**config.mk**
```make
export PLATFORM = sky130hd
export DESIGN_NAME = fixed_block_pool_allocator_unit
export DESIGN_NICKNAME = d
export VERILOG_FILES = /design/src/hdl/fbpa_pkg.sv /design/src/hdl/fbpa_ram.sv /design/src/hdl/fbpa_div.sv /design/src/hdl/fixed_block_pool_allocator_unit.sv
export VERILOG_INCLUDE_DIRS = /design/src /design/src/hdl
export SDC_FILE = /design/constraint.sdc
export NUM_CORES = 2
export LEC_CHECK = 0
export BUFFER_PORTS_ARGS = -buffer_cell sky130_fd_sc_hd__buf_4
export CORE_MARGIN = 2
export CORE_UTILIZATION = 45
export CTS_BUF_LIST = sky130_fd_sc_hd__clkbuf_8
export DETAILED_ROUTE_END_ITERATION = 7
export PLACE_DENSITY = 0.59
export SLEW_MARGIN = 25
export SYNTH_ARGS = -nofsm -noshare
export SYNTH_HDL_FRONTEND = slang
export SYNTH_SLANG_ARGS = --single-unit
export TNS_END_PERCENT = 30
```
**constraint.sdc**
```tcl
create_clock -name clk -period 25.1 [get_ports clk]
set_clock_uncertainty 0.05 [all_clocks]
set_input_delay 1.255 -clock clk [delete_from_list [all_inputs] [get_ports clk]]
set_output_delay 1.255 -clock clk [all_outputs]
set_load 0.005 [all_outputs]
```
**src/hdl/fixed_block_pool_allocator_unit_macros.svh**
```systemverilog
// assertion helpers for the block pool allocator
`ifndef FIXED_BLOCK_POOL_ALLOCATOR_UNIT_MACROS_SVH
`define FIXED_BLOCK_POOL_ALLOCATOR_UNIT_MACROS_SVH

`ifndef SYNTHESIS
// same-cycle implication
`define FBPA_ASSERT_IMP(label, ante, cons) \
    label: assert property (@(posedge clk) disable iff (!rst_n) (ante) |-> (cons)) \
        else $error("fbpa assertion failed");
// next-cycle implication
`define FBPA_ASSERT_NEXT(label, ante, cons) \
    label: assert property (@(posedge clk) disable iff (!rst_n) (ante) |=> (cons)) \
        else $error("fbpa assertion failed");
`else
`define FBPA_ASSERT_IMP(label, ante, cons)
`define FBPA_ASSERT_NEXT(label, ante, cons)
`endif

`endif

```
**src/hdl/fbpa_pkg.sv**
```systemverilog
package fbpa_pkg;

    // default pool capacity
    localparam int DEF_MAX_BLOCKS = 256;

    // field widths
    localparam int ADDR_W     = 32;
    localparam int SIZE_W     = 16;
    localparam int CNT_CFG_W  = 9;
    localparam int CFG_IDX_W  = 2;
    localparam int DIV_CNT_W  = $clog2(ADDR_W);

    // config register reset values
    localparam logic [ADDR_W-1:0]    RST_BASE  = '0;
    localparam logic [SIZE_W-1:0]    RST_SIZE  = 16'd64;
    localparam logic [CNT_CFG_W-1:0] RST_COUNT = 9'd256;

    // config register indexes
    localparam logic [CFG_IDX_W-1:0] CFG_BASE  = 2'd0;
    localparam logic [CFG_IDX_W-1:0] CFG_SIZE  = 2'd1;
    localparam logic [CFG_IDX_W-1:0] CFG_COUNT = 2'd2;

    typedef enum logic [1:0] {
        ACT_ALLOC,
        ACT_FREE,
        ACT_REINIT,
        ACT_NONE
    } action_t;

    typedef enum logic [2:0] {
        STAT_OK,
        STAT_EMPTY,
        STAT_BELOW,
        STAT_MISALIGNED,
        STAT_RANGE,
        STAT_FULL,
        STAT_DOUBLE
    } status_t;

    typedef enum logic [3:0] {
        S_IDLE,
        S_SWEEP,
        S_ALLOC_RD,
        S_ALLOC_MUL,
        S_ALLOC_ADD,
        S_DIV,
        S_CHECK,
        S_SCAN,
        S_PUSH,
        S_DONE
    } fsm_t;

    // divider result bundle
    typedef struct packed {
        logic              done;
        logic [ADDR_W-1:0] quotient;
        logic [SIZE_W-1:0] remainder;
    } div_res_t;

endpackage

```
**src/hdl/fbpa_ram.sv**
```systemverilog
module fbpa_ram #(
    parameter int WIDTH = 8,
    parameter int DEPTH = 256
) (
    input  logic                     clk,
    input  logic                     we,
    input  logic [$clog2(DEPTH)-1:0] waddr,
    input  logic [WIDTH-1:0]         wdata,
    input  logic [$clog2(DEPTH)-1:0] raddr,
    output logic [WIDTH-1:0]         rdata
);

    logic [WIDTH-1:0] mem [DEPTH];

    // one write port, one registered read port
    always_ff @(posedge clk)
    begin
        if (we)
        begin
            mem[waddr] <= wdata;
        end
        rdata <= mem[raddr];
    end

endmodule

```
**src/hdl/fbpa_div.sv**
```systemverilog
module fbpa_div
    import fbpa_pkg::*;
(
    input  logic              clk,
    input  logic              rst_n,
    input  logic              start,
    input  logic [ADDR_W-1:0] dividend,
    input  logic [SIZE_W-1:0] divisor,
    output div_res_t          res
);

    logic                 busy_reg;
    logic                 done_reg;
    logic [DIV_CNT_W-1:0] cnt_reg;
    logic [ADDR_W-1:0]    quo_reg;
    logic [SIZE_W-1:0]    rem_reg;
    logic [SIZE_W-1:0]    dvs_reg;

    logic [SIZE_W:0]      shifted;
    logic                 ge;
    logic [SIZE_W:0]      diff;

    // one restoring step per cycle
    always_comb
    begin
        shifted = {rem_reg, quo_reg[ADDR_W-1]};
        diff    = shifted - {1'b0, dvs_reg};
        ge      = shifted >= {1'b0, dvs_reg};
    end

    // control
    always_ff @(posedge clk or negedge rst_n)
    begin
        if (!rst_n)
        begin
            busy_reg <= 1'b0;
            done_reg <= 1'b0;
            cnt_reg  <= '0;
        end
        else
        begin
            done_reg <= 1'b0;
            if (start)
            begin
                busy_reg <= 1'b1;
                cnt_reg  <= '0;
            end
            else if (busy_reg)
            begin
                cnt_reg <= cnt_reg + 1'b1;
                if (cnt_reg == DIV_CNT_W'(ADDR_W - 1))
                begin
                    busy_reg <= 1'b0;
                    done_reg <= 1'b1;
                end
            end
        end
    end

    // quotient and remainder shift
    always_ff @(posedge clk)
    begin
        if (start)
        begin
            quo_reg <= dividend;
            rem_reg <= '0;
            dvs_reg <= divisor;
        end
        else if (busy_reg)
        begin
            quo_reg <= {quo_reg[ADDR_W-2:0], ge};
            rem_reg <= ge ? diff[SIZE_W-1:0] : shifted[SIZE_W-1:0];
        end
    end

    assign res.done      = done_reg;
    assign res.quotient  = quo_reg;
    assign res.remainder = rem_reg;

endmodule

```
**src/hdl/fixed_block_pool_allocator_unit.sv**
```systemverilog
// Fixed-size block pool allocator with a LIFO free list held in one RAM.
//
// Request channel s_*: s_tuser carries the action (allocate, free, reinit),
// s_tdata the address to free. Result channel m_*: m_tdata carries the
// granted address (zero unless an allocation succeeded), m_tuser the status.
// Config channel cfg_*: index 0 base address, 1 block size, 2 block count;
// writes are always taken and are meant for idle periods only.
//
// One request is handled at a time. Allocate reads the stack top, multiplies
// it by the block size and adds the base. Free starts a serial divider that
// produces index and remainder, then the double-free scan reads one stack
// entry per cycle through the RAM read port. Reinit rewrites every stack entry.
//
// After reset the stack RAM is filled by a sweep over every entry, with
// s_tready low. A finished result sits in an output register; the next
// request is accepted while it waits, and when m_tready is held low the
// following result waits inside the block until the register frees up.
module fixed_block_pool_allocator_unit
    import fbpa_pkg::*;
#(
    parameter int MAX_BLOCKS = DEF_MAX_BLOCKS
) (
    input  logic                 clk,
    input  logic                 rst_n,
    // request item
    input  logic                 s_tvalid,
    output logic                 s_tready,
    input  logic [ADDR_W-1:0]    s_tdata,   // [31:0] block_address
    input  logic [1:0]           s_tuser,   // [1:0] action
    // result item
    output logic                 m_tvalid,
    input  logic                 m_tready,
    output logic [ADDR_W-1:0]    m_tdata,   // [31:0] granted_address
    output logic [2:0]           m_tuser,   // [2:0] status
    // config writes
    input  logic                 cfg_valid,
    output logic                 cfg_ready,
    input  logic [CFG_IDX_W-1:0] cfg_index,
    input  logic [ADDR_W-1:0]    cfg_data
);

    `include "fixed_block_pool_allocator_unit_macros.svh"

    localparam int AW = $clog2(MAX_BLOCKS);
    localparam int CW = $clog2(MAX_BLOCKS + 1);
    localparam int PW = AW + SIZE_W;
    localparam logic [CW-1:0] RST_DEPTH = CW'(MAX_BLOCKS < 256 ? MAX_BLOCKS : 256);

    fsm_t                 state_reg, state_next;
    logic [CW-1:0]        depth_reg;
    logic [AW-1:0]        sweep_reg;
    logic [CW-1:0]        scan_reg;
    logic                 rd_valid_reg;
    logic                 reinit_pend_reg;
    logic                 out_valid_reg;
    logic [ADDR_W-1:0]    base_reg;
    logic [SIZE_W-1:0]    bsize_reg;
    logic [CNT_CFG_W-1:0] count_reg;

    logic [AW-1:0]        idx_reg;
    logic [PW-1:0]        prod_reg;
    logic [ADDR_W-1:0]    res_addr_reg;
    status_t              res_status_reg;
    logic [ADDR_W-1:0]    out_data_reg;
    status_t              out_user_reg;

    logic [CW-1:0]        eff_count;
    logic [SIZE_W-1:0]    eff_size;
    action_t              act;
    logic                 below;
    logic [ADDR_W-1:0]    offset;
    status_t              chk_status;
    logic                 scan_hit;
    logic                 scan_issue;
    logic                 sweep_last;
    logic                 out_load;
    logic                 div_start;
    div_res_t             div_res;

    logic                 ram_we;
    logic [AW-1:0]        ram_waddr;
    logic [AW-1:0]        ram_wdata;
    logic [AW-1:0]        ram_raddr;
    logic [AW-1:0]        ram_rdata;

    // effective count and block size
    always_comb
    begin
        if (count_reg == '0)
        begin
            eff_count = CW'(1);
        end
        else if (32'(count_reg) > 32'(MAX_BLOCKS))
        begin
            eff_count = CW'(MAX_BLOCKS);
        end
        else
        begin
            eff_count = CW'(count_reg);
        end
        eff_size = (bsize_reg == '0) ? SIZE_W'(1) : bsize_reg;
    end

    // request decode
    assign act    = action_t'(s_tuser);
    assign below  = s_tdata < base_reg;
    assign offset = s_tdata - base_reg;

    // free checks after the divide
    always_comb
    begin
        if (div_res.remainder != '0)
        begin
            chk_status = STAT_MISALIGNED;
        end
        else if (div_res.quotient >= 32'(eff_count))
        begin
            chk_status = STAT_RANGE;
        end
        else if (depth_reg >= eff_count)
        begin
            chk_status = STAT_FULL;
        end
        else
        begin
            chk_status = STAT_OK;
        end
    end

    assign scan_hit   = rd_valid_reg && (ram_rdata == idx_reg);
    assign sweep_last = sweep_reg == AW'(MAX_BLOCKS - 1);
    assign out_load   = (state_reg == S_DONE) && (!out_valid_reg || m_tready);

    // next state
    always_comb
    begin
        state_next = state_reg;
        case (state_reg)
            S_IDLE:
            begin
                if (s_tvalid)
                begin
                    case (act)
                        ACT_ALLOC:  state_next = (depth_reg == '0) ? S_DONE : S_ALLOC_RD;
                        ACT_FREE:   state_next = below ? S_DONE : S_DIV;
                        ACT_REINIT: state_next = S_SWEEP;
                        default:    state_next = S_DONE;
                    endcase
                end
            end
            S_SWEEP:
            begin
                if (sweep_last)
                begin
                    state_next = reinit_pend_reg ? S_DONE : S_IDLE;
                end
            end
            S_ALLOC_RD:  state_next = S_ALLOC_MUL;
            S_ALLOC_MUL: state_next = S_ALLOC_ADD;
            S_ALLOC_ADD: state_next = S_DONE;
            S_DIV:
            begin
                if (div_res.done)
                begin
                    state_next = S_CHECK;
                end
            end
            S_CHECK:     state_next = (chk_status == STAT_OK) ? S_SCAN : S_DONE;
            S_SCAN:
            begin
                if (scan_hit)
                begin
                    state_next = S_DONE;
                end
                else if (!scan_issue && !rd_valid_reg)
                begin
                    state_next = S_PUSH;
                end
            end
            S_PUSH:      state_next = S_DONE;
            S_DONE:
            begin
                if (out_load)
                begin
                    state_next = S_IDLE;
                end
            end
            default:     state_next = S_IDLE;
        endcase
    end

    // control outputs
    always_comb
    begin
        s_tready   = 1'b0;
        ram_we     = 1'b0;
        ram_waddr  = sweep_reg;
        ram_wdata  = sweep_reg;
        ram_raddr  = depth_reg[AW-1:0];
        div_start  = 1'b0;
        scan_issue = 1'b0;
        case (state_reg)
            S_IDLE:
            begin
                s_tready  = 1'b1;
                div_start = s_tvalid && (act == ACT_FREE) && !below;
            end
            S_SWEEP:
            begin
                ram_we = 1'b1;
            end
            S_SCAN:
            begin
                scan_issue = scan_reg < depth_reg;
                ram_raddr  = scan_reg[AW-1:0];
            end
            S_PUSH:
            begin
                ram_we    = 1'b1;
                ram_waddr = depth_reg[AW-1:0];
                ram_wdata = idx_reg;
            end
            default:
            begin
                s_tready = 1'b0;
            end
        endcase
    end

    assign cfg_ready = 1'b1;

    // control registers and config
    always_ff @(posedge clk or negedge rst_n)
    begin
        if (!rst_n)
        begin
            state_reg       <= S_SWEEP;
            depth_reg       <= RST_DEPTH;
            sweep_reg       <= '0;
            scan_reg        <= '0;
            rd_valid_reg    <= 1'b0;
            reinit_pend_reg <= 1'b0;
            out_valid_reg   <= 1'b0;
            base_reg        <= RST_BASE;
            bsize_reg       <= RST_SIZE;
            count_reg       <= RST_COUNT;
        end
        else
        begin
            state_reg    <= state_next;
            rd_valid_reg <= scan_issue;

            // config write
            if (cfg_valid)
            begin
                case (cfg_index)
                    CFG_BASE:  base_reg  <= cfg_data;
                    CFG_SIZE:  bsize_reg <= cfg_data[SIZE_W-1:0];
                    CFG_COUNT: count_reg <= cfg_data[CNT_CFG_W-1:0];
                    default:   base_reg  <= base_reg;
                endcase
            end

            // stack depth and sweep
            case (state_reg)
                S_IDLE:
                begin
                    if (s_tvalid && (act == ACT_ALLOC) && (depth_reg != '0))
                    begin
                        depth_reg <= depth_reg - 1'b1;
                    end
                    if (s_tvalid && (act == ACT_REINIT))
                    begin
                        depth_reg       <= eff_count;
                        sweep_reg       <= '0;
                        reinit_pend_reg <= 1'b1;
                    end
                end
                S_SWEEP:
                begin
                    sweep_reg <= sweep_reg + 1'b1;
                    if (sweep_last)
                    begin
                        reinit_pend_reg <= 1'b0;
                    end
                end
                S_CHECK:
                begin
                    scan_reg <= '0;
                end
                S_SCAN:
                begin
                    if (scan_issue)
                    begin
                        scan_reg <= scan_reg + 1'b1;
                    end
                end
                S_PUSH:
                begin
                    depth_reg <= depth_reg + 1'b1;
                end
                default:
                begin
                    scan_reg <= scan_reg;
                end
            endcase

            // output register valid
            if (out_load)
            begin
                out_valid_reg <= 1'b1;
            end
            else if (m_tready)
            begin
                out_valid_reg <= 1'b0;
            end
        end
    end

    // result datapath
    always_ff @(posedge clk)
    begin
        case (state_reg)
            S_IDLE:
            begin
                res_addr_reg   <= '0;
                res_status_reg <= STAT_OK;
                if (act == ACT_ALLOC && depth_reg == '0)
                begin
                    res_status_reg <= STAT_EMPTY;
                end
                else if (act == ACT_FREE && below)
                begin
                    res_status_reg <= STAT_BELOW;
                end
            end
            S_ALLOC_MUL:
            begin
                prod_reg <= PW'(ram_rdata) * PW'(eff_size);
            end
            S_ALLOC_ADD:
            begin
                res_addr_reg <= base_reg + 32'(prod_reg);
            end
            S_CHECK:
            begin
                res_status_reg <= chk_status;
                idx_reg        <= div_res.quotient[AW-1:0];
            end
            S_SCAN:
            begin
                if (scan_hit)
                begin
                    res_status_reg <= STAT_DOUBLE;
                end
            end
            default:
            begin
                prod_reg <= prod_reg;
            end
        endcase
        if (out_load)
        begin
            out_data_reg <= res_addr_reg;
            out_user_reg <= res_status_reg;
        end
    end

    assign m_tvalid = out_valid_reg;
    assign m_tdata  = out_data_reg;
    assign m_tuser  = out_user_reg;

    // free stack storage
    fbpa_ram #(
        .WIDTH (AW),
        .DEPTH (MAX_BLOCKS)
    ) u_stack (
        .clk   (clk),
        .we    (ram_we),
        .waddr (ram_waddr),
        .wdata (ram_wdata),
        .raddr (ram_raddr),
        .rdata (ram_rdata)
    );

    // offset divide for free requests
    fbpa_div u_div (
        .clk      (clk),
        .rst_n    (rst_n),
        .start    (div_start),
        .dividend (offset),
        .divisor  (eff_size),
        .res      (div_res)
    );

    // checks
    `FBPA_ASSERT_IMP(a_push_below_count, state_reg == S_PUSH, depth_reg < eff_count)
    `FBPA_ASSERT_NEXT(a_done_holds, (state_reg == S_DONE) && out_valid_reg && !m_tready,
        state_reg == S_DONE)
    `FBPA_ASSERT_IMP(a_grant_only_ok, out_valid_reg && (out_user_reg != STAT_OK),
        out_data_reg == '0)
    `FBPA_ASSERT_IMP(a_div_done_in_div, div_res.done, state_reg == S_DIV)

endmodule
```
==> impl_metrics.csv <==
group,metric,value,unit
setup_path,cpMaxStageDelayCell,"a2111oi_1",
placed_design,port_buffers,109,
routing,wl,246400,µm
sta,hold_viol_final,0,
pwr,ir_worst_vdd,48.61,µV
flow_run,maxCapViolations,0,
routing,first_iter_violations,5301,
setup_path,cp_num_cells,12,
floorplanning,dieWidth,470.3,µm
setup_path,max_stage_delay,840,ps
setup_path,endpoint_kind,"flip-flop",
pwr,netSwitchingPower,0.001664,W
pwr,p_leak,39.35,nW
logic_synthesis,postSynthCellCount,5459,
floorplanning,fp.coreArea,216700,µm²
pwr,p_clk_share,40.9,%
global_routing,antenna_found_initial,8,
setup_path,worst_r2r_path_depth,12,
finish,layout_common_cells,"2198 x edfxtp_1, 510 x mux4_2, 404 x clkbuf_8, 375 x nor2_1, 317 x inv_1",
setup_path,r2r_slack,18450,ps
placed_design,gp_congestion,0.8453,
global_routing,grt_overflow_total,0,
sta,setup_viol,0,
setup_path,crit_path_max_fanout,94,
floorplanning,ios,111,
placed_design,dpl.hpwl,148200,µm
sta,maxSlewHeadroom,25.67,%
pwr,power_density,69.28,nW/µm²
pwr,pwr-share-seq,55.8,%
finish,syn2layout_area_growth,11.47,%
routing,first_pass_iters,5,
pwr,internal_power,0.005891,W
cts,cts_buffer_depth,4,
cts,clk_latency,1100,ps
cts,cts_resized,0,
setup_path,cp-startpoint,"state_reg[0]$_DFFE_PN1P_",
routing,antenna_left,0,
cts,root_buffer,"clkbuf_8",
global_routing,grt_max_degree,193,
setup_path,crit_type,"flip-flop to flip-flop",
setup_path,timing.rr.start,"state_reg[0]$_DFFE_PN1P_",
finish,regMostFlops,"u_stack.mem",
sta,grt_setup_unrepaired,"no",
floorplanning,die-area,221200,µm²
finish,fin_nets,6071,
sta,fin_crit,6653,ps
global_routing,grt_pass1_wl,359900,µm
logic_synthesis,yosys_warnings,0,
floorplanning,num_rows,171,
cts,path_clk_slew,70,ps
setup_path,path_buf_inv,4,
finish,final_util,50.32,%
sta,setup_tns,0,ps
routing,drc,0,
routing,route.vias.total,52348,
logic_synthesis,synth_nets,5771,
finish,largest_reg_flops,2048,
floorplanning,die_h,470.3,µm
floorplanning,initial_core_util,45.14,%
logic_synthesis,synth_area,97840,µm²
setup_path,critical_path.endpoint,"u_stack.rdata[5]$_DFF_P_",
sta,fmax,150.3,MHz
logic_synthesis,synth_edf_count,2198,
cts,numCtsBuffers,387,
finish,drive_above_1_share,21.70,%
cts,ctsHoldBuffers,0,
cts,cts_setup_buffers,0,
global_routing,grt_pass1_vias,53015,
setup_path,path_delay_family,"buffers and inverters",
logic_synthesis,synthArstFlopShare,4.183,%
logic_synthesis,ys_seq_area_share,70.44,%
logic_synthesis,synthDistinctLibCells,83,
outcome,status,"finished, final reports clean",
finish,final_common_cell,"edfxtp_1",
sta,worstMarginPinSlew,1111,ps
cts,cts.sinks,2319,
pwr,combPwrFrac,3.3,%
pwr,p_sw_share,22.02,%
setup_path,worstReg2RegEnd,"u_stack.rdata[5]$_DFF_P_",
logic_synthesis,ys_seq_elements,2319,
cts,ctsHtreeMaxLevel,5,
routing,viasPerCell,5.878,
global_routing,track_usage,22.08,%
setup_path,crit_required,25930,ps
placed_design,dp.cells,8223,
sta,slew_viol_final,0,
setup_path,cp-start-kind,"flip-flop",
cts,cts_tree,"done",
logic_synthesis,avgSynthCellArea,17.92,µm²
finish,fin_cells,8906,
sta,period_share,26.50,%
worst_hold_path,hold_path.class,"input pin to asynchronous set/reset pin",
logic_synthesis,ys.flop_type,"edfxtp_1",
setup_path,crit_arrival,7490,ps
setup_path,worstPathCellList,"nand4b_2, mux2i_4, buf_4, buf_12, buf_12, mux4_2, a22o_1, a221oi_1, a31oi_1, a2111oi_1, buf_4, nand3_1",
routing,wire_per_inst,27.66,µm
layer usage:
layer	wire (µm)	share of wire [%]	GRT usage [%]	vias up
met2	117300	48	34.92	2105
li1	-	-	-	22367
met1	104500	42	31.29	27469
met4	6723	2.7	6.721	2
met3	17800	7.2	4.102	405
met5	9	0.0037	0	-
power by group through the flow:
stage	Clock (W)	Sequential [W]	Combinational, W
4_1_cts	0.00316	0.00422	0.000246
3_5_place_dp	0	0.00430	0.000244
6_report	0.00309	0.00422	0.000246
3_3_place_gp	0	0.00430	0.000240
5_1_grt	0.00332	0.00422	0.000275
2_1_floorplan	0	0.00428	0.000189
metrics by stage:
stage,setup WS (ps),cell area (µm²),total power (W),hold WS (ps)
2_1_floorplan,11510,97840,0.004467,350.3
3_3_place_gp,17490,101900,0.004538,350.8
3_5_place_dp,18320,102000,0.004542,354.5
4_1_cts,18310,109000,0.007620,130.0
5_1_grt,17940,109100,0.007814,197.3
6_report,18450,109100,0.007555,209.9
worst reg2reg max path, delay by kind of cell, from the launching register on:
kind | cells | cell delay, ps
buf+inv | 4 | 2270
simple gates | 2 | 730
flops | 1 | 700
mux | 2 | 1150
compound gates | 4 | 1610
synth_stat cells (13+ instances only):
cell / number / share of area, %
dfrtp_1: 93 / 2.4
nor2_1: 382 / 1.5
nand4_1: 22 / 0.14
xnor2_1: 55 / 0.49
nand3_1: 53 / 0.27
a21o_1: 42 / 0.32
a21oi_1: 105 / 0.54
buf_4: 15 / 0.12
inv_1: 195 / 0.75
a221oi_1: 27 / 0.24
nand2b_1: 20 / 0.13
a31oi_1: 39 / 0.25
clkbuf_1: 149 / 0.57
a2111oi_0: 13 / 0.12
nand2_1: 232 / 0.89
nor2b_1: 27 / 0.17
nor3_1: 35 / 0.18
mux2_2: 57 / 0.66
o21a_1: 14 / 0.11
mux4_2: 510 / 12
ha_1: 152 / 1.9
buf_2: 91 / 0.47
o21ai_0: 114 / 0.58
mux2i_1: 150 / 1.5
a22o_1: 24 / 0.21
o31ai_1: 21 / 0.16
o22ai_1: 69 / 0.44
buf_1: 19 / 0.073
a211oi_1: 28 / 0.21
dfxtp_1: 24 / 0.49
a22oi_1: 83 / 0.64
fa_1: 87 / 1.8
edfxtp_1: 2198 / 67
xor2_1: 35 / 0.31
and2_1: 110 / 0.70
nor4_1: 38 / 0.24
kinds of logic after synthesis:
group           Yosys count  synth area share, %
compound gates          646                4.425
xor+xnor                 90               0.8057
fa+ha+maj               239                3.724
buf+inv                 476                2.032
flops                  2319                70.44
mux                     722                14.04
other cells               1             0.003833
simple gates            966                4.535
final cells by class:
| cell class | count | area, µm² |
|---|---|---|
| clock buffers | 404 | 5560 |
| diodes | 1 | 2.502 |
| inverters | 197 | 739.5 |
| multi-input cells | 2664 | 27270 |
| well taps | 2854 | 3571 |
| clock inverters | 277 | 1439 |
| flip-flops and latches | 2319 | 68920 |
| fillers | 17787 | 107700 |
| repair buffers | 190 | 1558 |
how the worst min path moves through the flow:
stage / start / end / slack (ps)
global placement: res_addr_reg[23]$_SDFFCE_PN0P_ / m_tdata[23]$_DFFE_PP_ / 350
finish: rst_n / base_reg[25]$_DFFE_PN0P_ / 210
global route: rst_n / base_reg[25]$_DFFE_PN0P_ / 200
CTS: rst_n / base_reg[25]$_DFFE_PN0P_ / 130
detailed placement: res_addr_reg[28]$_SDFFCE_PN0P_ / m_tdata[28]$_DFFE_PP_ / 350
floorplan: res_addr_reg[0]$_SDFFCE_PN0P_ / m_tdata[0]$_DFFE_PP_ / 350
Note: power is estimated with default switching activity, not from simulation.
